[config.mk]
export PLATFORM = sky130hd
export DESIGN_NAME = hsvh_ctrl
export DESIGN_NICKNAME = d
export VERILOG_FILES = /design/src/hw/rtl/hsvh_pkg.sv /design/src/hw/rtl/hsvh_ctrl.sv
export SDC_FILE = /design/constraint.sdc
export NUM_CORES = 1
export LEC_CHECK = 0
export ABC_AREA = 1
export BUFFER_PORTS_ARGS = -buffer_cell sky130_fd_sc_hd__buf_4
export CAP_MARGIN = 20
export CORE_AREA = 2 2 39 41
export CTS_CLUSTER_DIAMETER = 150
export DETAILED_ROUTE_END_ITERATION = 6
export DIE_AREA = 0 0 41 43
export GPL_ROUTABILITY_DRIVEN = 0
export PLACE_DENSITY = 0.67
export SYNTH_ARGS = -nofsm -noshare
export SYNTH_HDL_FRONTEND = slang
export SYNTH_SLANG_ARGS = --single-unit
[constraint.sdc]
create_clock -name clk -period 1.1 [get_ports clk]
set_clock_uncertainty 0.1 [all_clocks]
set_input_delay 0.22 -clock clk [delete_from_list [all_inputs] [get_ports clk]]
set_output_delay 0.22 -clock clk [all_outputs]
set_load 0.01 [all_outputs]
[src/hw/rtl/hsvh_pkg.sv]
package hsvh_pkg;

	// Request function codes
	typedef enum logic [1:0] {
		FUNC_ACC   = 2'd0,
		FUNC_READ  = 2'd1,
		FUNC_CLEAR = 2'd2
	} func_t;

	typedef enum logic [2:0] {
		ST_CLEAR,
		ST_IDLE,
		ST_SCAN,
		ST_RDM,
		ST_WRM,
		ST_FETCH,
		ST_RESULT,
		ST_WIPE
	} state_t;

	// Controller to datapath
	typedef struct packed {
		logic load;
		logic clr_adv;
		logic rd_acc;
		logic wr_acc;
		logic step_adv;
		logic rd_bin;
		logic wr_bin;
		logic out_load;
	} cmd_t;

	// Datapath to controller
	typedef struct packed {
		logic clr_done;
		logic step_live;
		logic step_last;
		logic out_free;
	} sts_t;

	localparam int OUT_W = 33;
	localparam int WGT_W = 25;
	localparam logic [8:0] Q8_ONE = 9'd256;
	localparam logic [7:0] HALF_Q8 = 8'd128;

endpackage

[src/hw/rtl/hsvh_ctrl.sv]
module hsvh_ctrl (
	input  logic            clk,
	input  logic            arst_n,
	input  logic            in_valid,
	input  hsvh_pkg::func_t func,
	input  hsvh_pkg::sts_t  sts,
	output logic            in_stall,
	output hsvh_pkg::cmd_t  cmd
);

	import hsvh_pkg::*;

	state_t state_q;
	state_t state_nxt;

	always_ff @(posedge clk or negedge arst_n) begin
		if (!arst_n) begin
			state_q <= ST_CLEAR;
		end else begin
			state_q <= state_nxt;
		end
	end

	always_comb begin
		state_nxt = state_q;
		case (state_q)
			ST_CLEAR: begin
				if (sts.clr_done) begin
					state_nxt = ST_IDLE;
				end
			end
			ST_IDLE: begin
				if (in_valid) begin
					case (func)
						FUNC_ACC:   state_nxt = ST_SCAN;
						FUNC_READ:  state_nxt = ST_FETCH;
						FUNC_CLEAR: state_nxt = ST_WIPE;
						default:    state_nxt = ST_IDLE;
					endcase
				end
			end
			ST_SCAN: begin
				if (sts.step_live) begin
					state_nxt = ST_RDM;
				end else if (sts.step_last) begin
					state_nxt = ST_IDLE;
				end
			end
			ST_RDM: state_nxt = ST_WRM;
			ST_WRM: begin
				state_nxt = sts.step_last ? ST_IDLE : ST_SCAN;
			end
			ST_FETCH: state_nxt = ST_RESULT;
			ST_RESULT: begin
				if (sts.out_free) begin
					state_nxt = ST_IDLE;
				end
			end
			ST_WIPE: state_nxt = ST_IDLE;
			default: state_nxt = ST_CLEAR;
		endcase
	end

	always_comb begin
		cmd      = '0;
		in_stall = 1'b1;
		case (state_q)
			ST_CLEAR: cmd.clr_adv = 1'b1;
			ST_IDLE: begin
				in_stall = 1'b0;
				cmd.load = in_valid;
			end
			ST_SCAN: cmd.step_adv = ~sts.step_live;
			ST_RDM:  cmd.rd_acc = 1'b1;
			ST_WRM: begin
				cmd.wr_acc   = 1'b1;
				cmd.step_adv = 1'b1;
			end
			ST_FETCH:  cmd.rd_bin = 1'b1;
			ST_RESULT: cmd.out_load = sts.out_free;
			ST_WIPE:   cmd.wr_bin = 1'b1;
			default: begin
				cmd      = '0;
				in_stall = 1'b1;
			end
		endcase
	end

	// A write-back always follows the read of the same neighbour
	assert property (@(posedge clk) disable iff (!arst_n)
		cmd.wr_acc |-> $past(cmd.rd_acc))
	else $error("accumulator write without preceding read");

	// Single-port memory: at most one access kind per cycle
	assert property (@(posedge clk) disable iff (!arst_n)
		$onehot0({cmd.clr_adv, cmd.rd_acc, cmd.wr_acc, cmd.rd_bin, cmd.wr_bin}))
	else $error("conflicting memory accesses");

	// Never overwrite a result that is still stalled
	assert property (@(posedge clk) disable iff (!arst_n)
		cmd.out_load |-> sts.out_free)
	else $error("result loaded over a pending result");

	// An accepted read request reaches the result slot by way of the fetch state
	assert property (@(posedge clk) disable iff (!arst_n)
		(cmd.load && func == FUNC_READ) |=> ##1 (state_q == ST_RESULT))
	else $error("read request lost its result slot");

endmodule

# Yosys cells after proc, flatten, opt, wreduce, memory -nomap -nowiden
# Cells that the tools add are included.
# totals
output_inout_bits	9
elab_cells	35
input_bits	9
regBits	3
# classes
n_reduce_logical	3
muxes	17
bitwise_logic	1
eq_ne	13
# ops
op	n
3-bit case mux with 8 select lines	1
3-bit two-way mux	5
3-bit equality test, second input constant	4
3-bit case mux with 3 select lines	1
1-bit two-way mux	8
3-bit by 2-bit equality test with 1-bit output, second input constant	2
2-bit != test, second input constant	3
4-bit AND reduction	1
3-bit by 1-bit equality test with 1-bit output, second input constant	1
3-bit zero test	1
3-bit != test, second input constant	1
2-bit by 1-bit equality test with 1-bit output, second input constant	1
2-bit equality test, second input constant	1
2-bit zero test	1
2-bit two-way mux	1
1-bit case mux with 2 select lines	1
1-bit NOT	1

# Depth between registers and ports, before layout
# logic_depth
ltp_word	4
ltp_mapped	8
depth_no_buf	8

# Least setup slack after synthesis
# No wires, ideal clock.
# synth_path
path_type	flip-flop to output port
start	register state_q[2]
end	output port cmd[7] in the netlist's numbering
t_required_ps	780
stages_incl_launch_ff	4
t_arrival_ps	926
setup_slack_ps	-146
cell_sequence	dfrtp_1 -> nor2_2 -> nand2_2 -> nor2_1
# synth_rtl
element	line	rtl
start: declaration	hsvh_ctrl.sv:13	state_t state_q;
start signal: assignment	hsvh_ctrl.sv:20	state_q <= state_nxt;
end: declaration	hsvh_ctrl.sv:8	output hsvh_pkg::cmd_t cmd

==> results.tsv <==
metric	value	unit
clk_lat worst skew	0.24	ns
area share of the largest cell type after synthesis	19.7	%
n_diodes	0	
Mapped Cells	63	
Final Hold Violating Endpoints	0	
crit path max fanout	6	
fin util	53.3	%
first-pass GRT wire length	1710	um
CP Data Required Time	0.78	ns
failing checks	setup timing	
# clock sinks	3	
Area growth, synth to finish	94.1	%
clock network power share	10.7	%
Top Ports	18	
setup TNS	-4.02	ns
layout cells sized above 1	62.8	%
Worst Setup Slack, final	-0.409	ns
most flop-heavy register	state_q	
status	finished, violations left	
DRT Pass-1 Iters	4	
crit share post-route	137	%
WP data arrival	1.19	ns
Post-Layout Cell Count	110	
Die H	43	um
CTS Buf Count	3	
R2R cell count	8	
core area	0.00138	mm2
max_cap viols	0	
post-route cell area	738	um2
Int Power	0.992	mW
max reg flops	3	
Hold/Removal Path Class	primary input to register	
Flop pwr share	15.6	%
CTS tree	yes	
reg-to-reg startpoint	state_q[2]	
Via density	4.51	
Crit. Startpoint	state_q[2]	
Switching Share	47.1	%
Tot Pwr	1.88	mW
Max H-tree Level	1	
Post-synth EDFFs	0	
drt drc	0	
largest area contributor in the netlist	dfrtp_1	
Post-Syn Area	380	um2
Rel. slew slack	87.0	%
RSZ-0062 raised after global routing	yes	
root buffer selected by CTS	clkbuf_4	
number of distinct library cells after synthesis	17	
Buffers on Ports	17	
vias	496	
Crit Path Class	register to output port	
row count	14	
post-route minimum period	1.51	ns
initial antenna violation count	0	
Fmax	662	MHz
Overflow after GRT	0	
CP Launch Type	register	
Initial Util	27.5	%
Reg-to-Reg End	state_q[0]	
Synth Flop Type	dfrtp_1	
Pleak	0.398	nW
width of the die	41	um
placed cell area	583	um2
worst-margin pin slew	0.195	ns
pin count of the biggest net entering global routing	9	
Detail Placement HPWL	748	um
Worst R2R Setup Slack	-0.29	ns
CTS Buffer Depth	2	
top flop regs	state_q: 3 flops	
Worst Setup EP	cmd[3]	
GRT Total Usage	14.1	%
synth top area cells	dfrtp_1, nand2_1, nor2_1, ha_1, inv_1	
Peak supply drop	998	uV
list of most frequent post-synthesis cells	nand2_1, nor2_1, inv_1, nand3_1	
via count of the first global-routing pass	427	
fin nets	107	
Iteration-0 DRC Markers	5	
wire length per cell	9.63	um
register clock-pin slew on the reported worst setup and hold paths	0.04	ns
proportion of power drawn by combinational gates	73.7	%
Total Routed Length	1060	um
Synth async-reset ratio	100	%
Syn Nets	75	
post-synthesis sequential element count	3	
final slew viol count	0	
setup violators final	12	
element type at the critical path end	output port	
register area share after synthesis	19.7	%
Pwr per Cell Area	2540	mW/mm2
Syn Area/Cell	6.04	um2
Net Sw Power	0.884	mW
Cell Count Post-Placement	100	
yosys warns	0	
top-count cell post-synth	nand2_1	
Die ar.	0.00176	mm2
final antenna-violating net count	0	
area by class of cell:
type	instances	area, um2
sequential	3	78.8
inverter	10	37.5
clock buffer	4	26.3
multi-input combinational	49	337
fill	131	646
tap	16	20.0
timing repair buffer	28	239
worst min-delay path by stage:
stage                 from          to  slack (ns)  cells past startpoint
finish              sts[0]  state_q[2]        0.19                      4
global route        arst_n  state_q[2]        0.23                      2
detailed placement  arst_n  state_q[0]       -0.09                      1
global placement    arst_n  state_q[0]       -0.09                      1
floorplan           arst_n  state_q[0]       -0.18                      0
CTS                 sts[0]  state_q[2]        0.16                      4
per-stage QoR:
step	setup WS, ns	hold slack, ns
finish	-0.409	0.193
global placement	-0.139	-0.0899
global route	-0.467	0.226
detailed placement	-0.154	-0.0887
floorplan	-0.0448	-0.176
CTS	-0.403	0.157
timing repair:
| action | in CTS | in global routing |
|---|---|---|
| hold buffers | 1 | 0 |
| buffers inserted | 3 | 3 |
| endpoints found under the hold margin | 3 | 0 |
| pin swaps | 3 | 7 |
| setup endpoints to repair | 12 | 12 |
| resized for setup | 3 | 19 |
placed cells by master (no fill, tap or decap):
cell | synthesis | final
buf_4 | 0 | 20
nor3_4 | 0 | 1
nand3b_1 | 1 | 1
dfrtp_2 | 0 | 3
nand4_1 | 1 | 1
dlygate4sd3_1 | 0 | 1
buf_6 | 1 | 7
ha_1 | 3 | 3
nor2_4 | 0 | 5
o21ai_0 | 1 | 1
nand3_2 | 1 | 2
o22ai_2 | 0 | 1
nand2_4 | 0 | 2
clkbuf_1 | 0 | 1
nand3_1 | 5 | 4
nor2_2 | 4 | 3
o21ai_1 | 1 | 1
inv_1 | 7 | 5
clkbuf_4 | 0 | 3
inv_2 | 3 | 5
nand2_2 | 4 | 7
nand2_1 | 14 | 9
nor2_1 | 11 | 7
nor3_1 | 2 | 1
routing by layer:
metal | vias to the layer above | global-route usage, % | routed length [um] | share of wire (%)
met3 | 2 | 3.66 | 69 | 6.5
li1 | 259 | - | - | -
met5 | - | 0 | 0 | 0
met1 | 218 | 17.2 | 382 | 36
met4 | 0 | 8.00 | 17 | 1.6
met2 | 17 | 21.3 | 590 | 56
worst max-delay path, stage by stage (launching register included):
cell and delay, ns:
dfrtp_2 0.46, inv_2 0.08, nor2_4 0.09, inv_2 0.06, o22ai_2 0.13, buf_4 0.13
power groups by stage:
stage | Combinational [mW] | Clock, mW | Sequential [mW]
finish | 1.38 | 0.200 | 0.293
global route | 1.52 | 0.206 | 0.307
CTS | 1.16 | 0.204 | 0.266
detailed placement | 1.02 | 0 | 0.270
global placement | 1.02 | 0 | 0.262
floorplan | 0.696 | 0 | 0.239
logic make-up (layout without fill, tap and decap cells):
| kind of cell | Yosys count | in the layout | share of synthesized area [%] |
|---|---|---|---|
| AO/OA/AOI/OAI | 3 | 3 | 4.27 |
| adder cells (fa/ha/maj) | 3 | 3 | 9.87 |
| buffers and inverters | 11 | 42 | 12.8 |
| flip-flops | 3 | 3 | 19.7 |
| AND/OR/NAND/NOR | 43 | 43 | 53.3 |
No activity file was read; power rests on OpenSTA's default activity.
