===== config.mk =====
export PLATFORM = sky130hd
export DESIGN_NAME = hsvh_dp
export DESIGN_NICKNAME = d
export VERILOG_FILES = /design/src/hw/rtl/hsvh_pkg.sv /design/src/hw/rtl/hsvh_dp.sv
export SDC_FILE = /design/constraint.sdc
export NUM_CORES = 1
export LEC_CHECK = 0
export ABC_AREA = 1
export BUFFER_PORTS_ARGS = -buffer_cell sky130_fd_sc_hd__buf_2
export CORE_MARGIN = 4
export CORE_UTILIZATION = 30
export CTS_CLUSTER_DIAMETER = 40
export DETAILED_ROUTE_END_ITERATION = 7
export PLACE_DENSITY = 0.52
export SYNTH_ARGS = -nofsm -noshare
export SYNTH_HDL_FRONTEND = slang
export SYNTH_SLANG_ARGS = --single-unit

===== constraint.sdc =====
create_clock -name clk -period 20.6 [get_ports clk]
set_input_delay 4.12 -clock clk [delete_from_list [all_inputs] [get_ports clk]]
set_output_delay 4.12 -clock clk [all_outputs]
set_load 0.01 [all_outputs]

===== src/hw/rtl/hsvh_pkg.sv =====
package hsvh_pkg;

	// Request function codes
	typedef enum logic [1:0] {
		FUNC_ACC   = 2'd0,
		FUNC_READ  = 2'd1,
		FUNC_CLEAR = 2'd2
	} func_t;

	typedef enum logic [2:0] {
		ST_CLEAR,
		ST_IDLE,
		ST_SCAN,
		ST_RDM,
		ST_WRM,
		ST_FETCH,
		ST_RESULT,
		ST_WIPE
	} state_t;

	// Controller to datapath
	typedef struct packed {
		logic load;
		logic clr_adv;
		logic rd_acc;
		logic wr_acc;
		logic step_adv;
		logic rd_bin;
		logic wr_bin;
		logic out_load;
	} cmd_t;

	// Datapath to controller
	typedef struct packed {
		logic clr_done;
		logic step_live;
		logic step_last;
		logic out_free;
	} sts_t;

	localparam int OUT_W = 33;
	localparam int WGT_W = 25;
	localparam logic [8:0] Q8_ONE = 9'd256;
	localparam logic [7:0] HALF_Q8 = 8'd128;

endpackage


===== src/hw/rtl/hsvh_dp.sv =====
module hsvh_dp #(
	parameter int CELLS         = 4096,
	parameter int BINS_PER_AXIS = 3,
	parameter int ACC_WIDTH     = 33,
	localparam int NBINS = BINS_PER_AXIS * BINS_PER_AXIS * BINS_PER_AXIS,
	localparam int DEPTH = CELLS * NBINS,
	localparam int AW    = $clog2(DEPTH)
) (
	input  logic                         clk,
	input  logic                         arst_n,
	input  hsvh_pkg::cmd_t               cmd,
	output hsvh_pkg::sts_t               sts,
	input  logic                         cfg_wr_en,
	input  logic                         cfg_wr_data,
	input  logic [7:0]                   hue_code,
	input  logic [7:0]                   sat_code,
	input  logic [7:0]                   val_code,
	input  logic [11:0]                  cell_index,
	input  logic [4:0]                   bin_index,
	output logic                         out_valid,
	input  logic                         out_stall,
	output logic [hsvh_pkg::OUT_W-1:0]   bin_value,
	output logic                         ram_en,
	output logic                         ram_we,
	output logic [AW-1:0]                ram_addr,
	output logic [ACC_WIDTH-1:0]         ram_wdata,
	input  logic [ACC_WIDTH-1:0]         ram_rdata
);

	import hsvh_pkg::*;

	localparam int B    = BINS_PER_AXIS;
	localparam int TW   = 8 + $clog2(B + 1);
	localparam int UW   = TW - 8;
	localparam int BW   = $clog2(B);
	localparam int SBW  = $clog2(NBINS);
	localparam int SUMW = ACC_WIDTH + 1;
	localparam int EXTW = OUT_W + ACC_WIDTH;
	localparam logic [16:0] CELLS_L = 17'(CELLS);
	localparam logic [9:0]  NBINS_L = 10'(NBINS);

	function automatic logic [UW-1:0] axis_floor(input logic [7:0] code);
		logic [TW-1:0] t;
		t = TW'(code) * TW'(B) + TW'(HALF_Q8);
		return t[TW-1:8];
	endfunction

	function automatic logic [7:0] axis_frac(input logic [7:0] code);
		logic [TW-1:0] t;
		t = TW'(code) * TW'(B) + TW'(HALF_Q8);
		return t[7:0];
	endfunction

	function automatic logic [BW-1:0] axis_hard(input logic [7:0] code);
		logic [TW-1:0] t;
		t = TW'(code) * TW'(B);
		return BW'(t[TW-1:8]);
	endfunction

	logic            interp_q;
	logic [AW-1:0]   clr_q;
	logic [2:0]      step_q;
	logic            out_valid_q;
	logic [OUT_W-1:0] bin_value_q;

	logic [AW-1:0]   base_q;
	logic [SBW-1:0]  bin_q;
	logic            bin_ok_q;
	logic [BW-1:0]   xb_q [2];
	logic [BW-1:0]   yb_q [2];
	logic [BW-1:0]   zb_q [2];
	logic [8:0]      xw_q [2];
	logic [8:0]      yw_q [2];
	logic [8:0]      zw_q [2];
	logic [1:0]      xv_q;
	logic [1:0]      yv_q;
	logic [1:0]      zv_q;
	logic [17:0]     p_s1;

	logic [UW-1:0]   xu, yu, zu;
	logic [7:0]      xf, yf, zf;
	logic            cell_ok;
	logic [BW-1:0]   xs, ys, zs;
	logic [SBW-1:0]  step_bin;
	logic [AW-1:0]   step_addr;
	logic [26:0]     wprod;
	logic [SUMW-1:0] sum;
	logic [ACC_WIDTH-1:0] sat_sum;
	logic [EXTW-1:0] rd_ext;

	always_comb begin
		xu = axis_floor(hue_code);
		yu = axis_floor(sat_code);
		zu = axis_floor(val_code);
		xf = axis_frac(hue_code);
		yf = axis_frac(sat_code);
		zf = axis_frac(val_code);
		cell_ok = 17'(cell_index) < CELLS_L;
	end

	always_ff @(posedge clk or negedge arst_n) begin
		if (!arst_n) begin
			interp_q    <= 1'b1;
			clr_q       <= '0;
			step_q      <= '0;
			out_valid_q <= 1'b0;
		end else begin
			if (cfg_wr_en) begin
				interp_q <= cfg_wr_data;
			end
			if (cmd.clr_adv) begin
				clr_q <= clr_q + AW'(1);
			end
			if (cmd.load) begin
				step_q <= '0;
			end else if (cmd.step_adv) begin
				step_q <= step_q + 3'd1;
			end
			if (cmd.out_load) begin
				out_valid_q <= 1'b1;
			end else if (!out_stall) begin
				out_valid_q <= 1'b0;
			end
		end
	end

	// Capture the request and split each axis into neighbour bins and weights
	always_ff @(posedge clk) begin
		if (cmd.load) begin
			base_q   <= AW'(cell_index) * AW'(NBINS);
			bin_q    <= SBW'(bin_index);
			bin_ok_q <= cell_ok && (10'(bin_index) < NBINS_L);
			if (interp_q) begin
				xb_q[0] <= (xu == '0) ? BW'(B - 1) : BW'(xu - UW'(1));
				xb_q[1] <= (xu == UW'(B)) ? '0 : BW'(xu);
				yb_q[0] <= BW'(yu - UW'(1));
				yb_q[1] <= BW'(yu);
				zb_q[0] <= BW'(zu - UW'(1));
				zb_q[1] <= BW'(zu);
				xw_q[0] <= Q8_ONE - 9'(xf);
				xw_q[1] <= 9'(xf);
				yw_q[0] <= Q8_ONE - 9'(yf);
				yw_q[1] <= 9'(yf);
				zw_q[0] <= Q8_ONE - 9'(zf);
				zw_q[1] <= 9'(zf);
				xv_q    <= 2'b11;
				yv_q    <= {yu != UW'(B), yu != '0};
				zv_q    <= {zu != UW'(B), zu != '0} & {2{cell_ok}};
			end else begin
				xb_q[0] <= axis_hard(hue_code);
				xb_q[1] <= '0;
				yb_q[0] <= axis_hard(sat_code);
				yb_q[1] <= '0;
				zb_q[0] <= axis_hard(val_code);
				zb_q[1] <= '0;
				xw_q[0] <= Q8_ONE;
				xw_q[1] <= '0;
				yw_q[0] <= Q8_ONE;
				yw_q[1] <= '0;
				zw_q[0] <= Q8_ONE;
				zw_q[1] <= '0;
				xv_q    <= 2'b01;
				yv_q    <= 2'b01;
				zv_q    <= {1'b0, cell_ok};
			end
		end
		if (cmd.rd_acc) begin
			p_s1 <= 18'(xw_q[step_q[0]]) * 18'(yw_q[step_q[1]]);
		end
		if (cmd.out_load) begin
			bin_value_q <= bin_ok_q ? rd_ext[OUT_W-1:0] : '0;
		end
	end

	// Neighbour order: value outermost, hue innermost
	always_comb begin
		xs = xb_q[step_q[0]];
		ys = yb_q[step_q[1]];
		zs = zb_q[step_q[2]];
		step_bin  = SBW'(zs) * SBW'(B * B) + SBW'(ys) * SBW'(B) + SBW'(xs);
		step_addr = base_q + AW'(step_bin);
		wprod     = 27'(p_s1) * 27'(zw_q[step_q[2]]);
		sum       = {1'b0, ram_rdata} + SUMW'(wprod[WGT_W-1:0]);
		sat_sum   = sum[ACC_WIDTH] ? '1 : sum[ACC_WIDTH-1:0];
		rd_ext    = {{OUT_W{1'b0}}, ram_rdata};
	end

	always_comb begin
		ram_en    = 1'b0;
		ram_we    = 1'b0;
		ram_addr  = step_addr;
		ram_wdata = '0;
		if (cmd.clr_adv) begin
			ram_en   = 1'b1;
			ram_we   = 1'b1;
			ram_addr = clr_q;
		end else if (cmd.rd_acc) begin
			ram_en = 1'b1;
		end else if (cmd.wr_acc) begin
			ram_en    = 1'b1;
			ram_we    = 1'b1;
			ram_wdata = sat_sum;
		end else if (cmd.rd_bin || cmd.wr_bin) begin
			ram_en   = bin_ok_q;
			ram_we   = cmd.wr_bin;
			ram_addr = base_q + AW'(bin_q);
		end
	end

	always_comb begin
		sts.clr_done  = clr_q == AW'(DEPTH - 1);
		sts.step_live = zv_q[step_q[2]] & yv_q[step_q[1]] & xv_q[step_q[0]];
		sts.step_last = step_q == 3'd7;
		sts.out_free  = ~out_valid_q | ~out_stall;
	end

	assign out_valid = out_valid_q;
	assign bin_value = bin_value_q;

	// Memory accesses stay inside the store
	assert property (@(posedge clk) disable iff (!arst_n)
		ram_en |-> (32'(ram_addr) < 32'(DEPTH)))
	else $error("memory address out of range");

	// A loaded result is presented on the next cycle
	assert property (@(posedge clk) disable iff (!arst_n)
		cmd.out_load |=> out_valid_q)
	else $error("loaded result not presented");

	// Hard binning casts at most a single full-weight vote
	assert property (@(posedge clk) disable iff (!arst_n)
		(cmd.load && !interp_q) |=> ($countones(zv_q) <= 1 && yv_q == 2'b01 && xv_q == 2'b01))
	else $error("hard binning enabled extra neighbours");

endmodule


* Word level (Yosys, flattened, before mapping) *
Memories as Yosys holds them, arrays and structs flattened.
Cells that the tools add are included.

storage, ports and cells
  flip-flop bits (word level) = 102
  RAM bits = 66
  input bits = 87
  output and inout port bits = 90
  word-level logic and storage cells = 121
  memories kept = 6

cells by class
  add/sub/neg operators = 16
  multipliers = 8
  $lt $le $gt $ge = 4
  equal/unequal tests = 6
  muxes and demuxes = 47
  bitwise operators = 17
  reduce and logical (&&, ||, !) cells = 5

memories
  name  depth  bits a word  read ports  clocked after Yosys merged registers in  write ports  RTL line       RTL
  xw_q  2      9            1           0                                        2            hsvh_dp.sv:72  logic [8:0] xw_q [2];
  yw_q  2      9            1           0                                        2            hsvh_dp.sv:73  logic [8:0] yw_q [2];
  zw_q  2      9            1           0                                        2            hsvh_dp.sv:74  logic [8:0] zw_q [2];
  xb_q  2      2            1           0                                        2            hsvh_dp.sv:69  logic [BW-1:0] xb_q [2];
  yb_q  2      2            1           0                                        2            hsvh_dp.sv:70  logic [BW-1:0] yb_q [2];
  zb_q  2      2            1           0                                        2            hsvh_dp.sv:71  logic [BW-1:0] zb_q [2];

operator list
  cell                     number
  $mux W33                 4
  $mux W17                 4
  $mux W9                  6
  $add A17 B5 Y17          2
  $add A33 B25 Y34         1
  $add A10 B8 Y10 const B  3
  $mul A8 B2 Y10 const B   3
  $sub A9 B8 Y9 const A    3
  $mul A18 B9 Y25          1
  $mux W1                  22
  $mul A9 B9 Y18           1
  $mux W2                  9
  $add A17 B1 Y17 const B  1
  $eq A17 B17 Y1 const B   1
  $mul A12 B5 Y17 const B  1
  $or A1 B1 Y1             13
  $lt A1 B2 Y1 const B     3
  $mux W3                  2
  $ne A2 B2 Y1 const B     3
  $reduce_bool A2 Y1       3
  $sub A2 B1 Y2 const B    3
  $add A5 B2 Y5            1
  $add A5 B4 Y5            1
  $lt A5 B5 Y1 const B     1
  9 further kinds          11

* Logic depth before layout (Yosys ltp) *
An unclocked memory read counts as a cell.

  word-level depth = 9
  mapped depth = 37

* Worst setup path before layout *
No wires, ideal clock.

  path kind = reg2out
  start point = register step_q[2]
  end point = output ram_wdata[13]
  arrival time = 5.912 ns
  slack = 10.568 ns
  cell stages (with the launch flop) = 31
  buffers on the path = 3
  cell sequence = dfrtp_1 > inv_1 > clkbuf_1 > or2_2 > o21ai_1 > buf_4 > nor2_1 > fa_1 > fa_1 > fa_1 > inv_1 > fa_1 > inv_1 > ha_1 > a21oi_1 > a21boi_0 > nand2_1 > a21oi_1 > nand2_1 > nand2_1 > nand2_1 > ha_1 > nand2_1 > nor2_1 > nand2_1 > nor2_1 > nand2_1 > nand3_2 > nand2_4 > buf_6 > a21oi_1

between the ends
  longest elaborated chain between the ends = 7

ends and longest elaborated chain
  what                      RTL line        RTL
  start: declaration        hsvh_dp.sv:62   logic [2:0] step_q;
  start signal: assignment  hsvh_dp.sv:117  step_q <= step_q + 3'd1;
  $mem_v2 Z2 W9             -
  $mul A18 B9 Y25           hsvh_dp.sv:182  wprod = 27'(p_s1) * 27'(zw_q[step_q[2]]);
  $add A33 B25 Y34          hsvh_dp.sv:183  sum = {1'b0, ram_rdata} + SUMW'(wprod[WGT_W-1:0]);
  $mux W33                  hsvh_dp.sv:184  sat_sum = sum[ACC_WIDTH] ? '1 : sum[ACC_WIDTH-1:0];
  $mux W33                  hsvh_dp.sv:199  end else if (cmd.wr_acc) begin
  $mux W33                  hsvh_dp.sv:197  end else if (cmd.rd_acc) begin
  $mux W33                  hsvh_dp.sv:193  if (cmd.clr_adv) begin
  end: declaration          hsvh_dp.sv:26   output logic [ACC_WIDTH-1:0] ram_wdata,

Every way passes these cells.

* Worst setup path after layout *
  start point = register step_q[2]
  end point = output ram_wdata[20]

The elaborated chain is that of the path after synthesis.

==> qor.yml <==
maxCapViolCount: 0
setup_viol: 0
cp_max_fo: 26
synth.top_cell.area_share_pct: 20.4
grt_overflow: 0
ys_async_sr_fraction_pct: 13.7
cts.sinks: 161
syn_to_final_growth_pct: 12.1
period_minus_slack_ns: 12.10
route.detailed.drc: 0
layout-drive-gt1-share_pct: 9.43
cts.path.max_buffers: 2
cp.required_ns: 16.48
seq_area_frac_synth_pct: 23.0
post-cts-setup-buffers: 0
synth_edf_count: 139
cpPeakStageDelay_ns: 0.55
first_iter_violations: 994
slew_headroom_pct: 31.5
slowest_stage: "dfrtp_1"
synth-seq-cells: 161
antenna_left: 0
cp.arrival_ns: 7.98
min_path_cells: 2
pre_cts_ws_ns: 8.95
avgSynthCellArea_um2: 7.60
min_period_over_period_pct: 58.7
yosysWarnings: 0
syn_inst: 2697
fin_ws_ns: 8.50
numCtsBuffers: 17
grtUsageTotal_pct: 14.9
dieArea_um2: 72600
core_area_um2: 67500
vias: 17000
fp.dieW_um: 269
cp-end-kind: "primary output"
cts_hold_buf: 0
netlist_area_um2: 20500
fin_setup_tns_ns: 0
initial_utilization_pct: 30.4
yosys.area.top_type: "edfxtp_1"
ioPinCount: 177
ys.flop_type: "edfxtp_1"
rsz0062_at_grt: "false"
place.gp.congestion: 0.895
cts_resized: 0
finalHoldViolCount: 0
synth.area.top_cells: "edfxtp_1 20%, fa_1 18%, ha_1 12%, nand2_1 12%, inv_1 11%"
clk_latency_ns: 0.49
hold_path.class: "reg2reg"
worstMarginPinSlew_ns: 1.03
via_per_inst: 4.54
routed_wl_mm: 54.2
clk_pin_slew_ns: 0.08
htree_num_levels: 4
grt_max_degree: 83
cp-start-kind: "register"
grt_pass1_wl_mm: 87.6
routedWlPerCell_um: 14.5
syn_nets: 3167
hpwl_mm: 46.2
layout.nets: 3330
drt-pass1-iter-count: 6
rr_worst_depth: 18
synth_cell_types: 52
fmax_mhz: 82.7
portBuffers: 176
nFillCells: 7272
outcome: "complete, no violations"
cts_root_buf: "clkbuf_16"
skew_ns: 0.0134
yosysMostFrequentCell: "nand2_1"
post_synth_most_frequent_cells: "629 x nand2_1, 585 x inv_1, 288 x nor2_1, 194 x ha_1, 189 x fa_1"
drv_slew: 0
antenna_found_initial: 1
dieHeight_um: 269
criticalPathCategory: "reg2out"
first_global_vias: 16600
cts_tree: "done"
rows: 95
-- worst paths after layout --
check	startpoint	slack (ns)	to
max reg2reg	step_q[1]$_DFFE_PN0P_	15.06	p_s1[14]$_DFFE_PP_
max in group asynchronous	arst_n	16.55	clr_q[0]$_DFFE_PN0P_
max	step_q[2]$_DFFE_PN0P_	8.50	ram_wdata[20]
min in group asynchronous	arst_n	3.63	clr_q[16]$_DFFE_PN0P_
min reg2reg	out_valid$_DFFE_PN0P_	0.49	out_valid$_DFFE_PN0P_
min	out_valid$_DFFE_PN0P_	0.49	out_valid$_DFFE_PN0P_
-- area by class of cell --
| class | instances | area, um^2 | share of cell area, % |
|---|---|---|---|
| inverter | 590 | 2210 | 9.64 |
| clock buffer | 17 | 425 | 1.85 |
| multi-input combinational | 1906 | 13400 | 58.2 |
| antenna | 1 | 2.50 | 0.0109 |
| sequential | 161 | 4730 | 20.6 |
| tap | 873 | 1090 | 4.75 |
| clock inverter | 15 | 201 | 0.877 |
| timing repair buffer | 184 | 943 | 4.11 |
-- metrics by stage --
step | area [um^2] | hold slack, ns | util, % | cells
after floorplan | 20500 | 0.463 | - | 2697
after global placement | 22300 | 0.471 | 33.1 | 3714
after detailed placement | 22300 | 0.470 | 33.1 | 3714
after CTS | 23000 | 0.497 | 34.0 | 3746
after global routing | 23000 | 0.513 | 34.0 | 3746
final | 23000 | 0.489 | 34.0 | 3747
-- flip-flops by register name, indices dropped and copies added, names as in the netlist, 2 cells and up --
signal	cells
base_q	17
bin_q	5
bin_value	33
clr_q	17
p_s1	18
step_q	3
xb_q	4
xw_q	16
yb_q	4
yv_q	2
yw_q	16
zb_q	4
zv_q	2
zw_q	16
-- layout by cell type (no fill, tap or decap), drive strengths merged, types with 3 or more instances in the layout --
| cell | instances |
|---|---|
| ha | 194 |
| nor3 | 23 |
| clkbuf | 17 |
| xnor2 | 44 |
| a31oi | 6 |
| a21boi | 4 |
| xor2 | 58 |
| o2111ai | 3 |
| nand2 | 634 |
| nand3 | 142 |
| fa | 189 |
| a21o | 9 |
| or2 | 24 |
| clkinv | 8 |
| dfrtp | 21 |
| inv | 597 |
| o21bai | 5 |
| nand3b | 5 |
| nor4 | 8 |
| buf | 184 |
| o211ai | 7 |
| nor2 | 295 |
| edfxtp | 139 |
| a21oi | 123 |
| o21ai | 78 |
| nand4 | 31 |
| and2 | 11 |
-- critical path: cells and delay by family, from the launching register on --
kind / cells / cell delay, ns
adder cells (fa/ha/maj): 6 / 2.59
AND/OR/NAND/NOR: 15 / 2.23
buffers and inverters: 8 / 1.31
AO/OA/AOI/OAI: 3 / 0.78
flip-flops: 1 / 0.55
-- logic make-up (layout without fill, tap and decap cells) --
family,after synthesis,in the layout,share of synthesized area (%)
AOI/OAI and AO/OA,241,241,6.39
xor gates and xnor gates,102,102,4.39
adders and majority gates,383,383,30.3
buffers and inverters,630,806,11.8
DFF,161,161,23.0
muxes,2,2,0.0976
other,0,1,0
and+or+nand+nor,1178,1178,24.0
-- metal layers --
metal	vias to the layer above	routed length, um	GRT usage [%]
li1	8698	-	-
met1	7963	25300	20.0
met2	308	25700	25.1
met3	38	2540	3.05
met4	2	654	3.14
met5	-	13	0
Power is left out: the tool's default activity adds up to more than one toggle a clock period on the data nets, which glitch-free logic cannot reach.
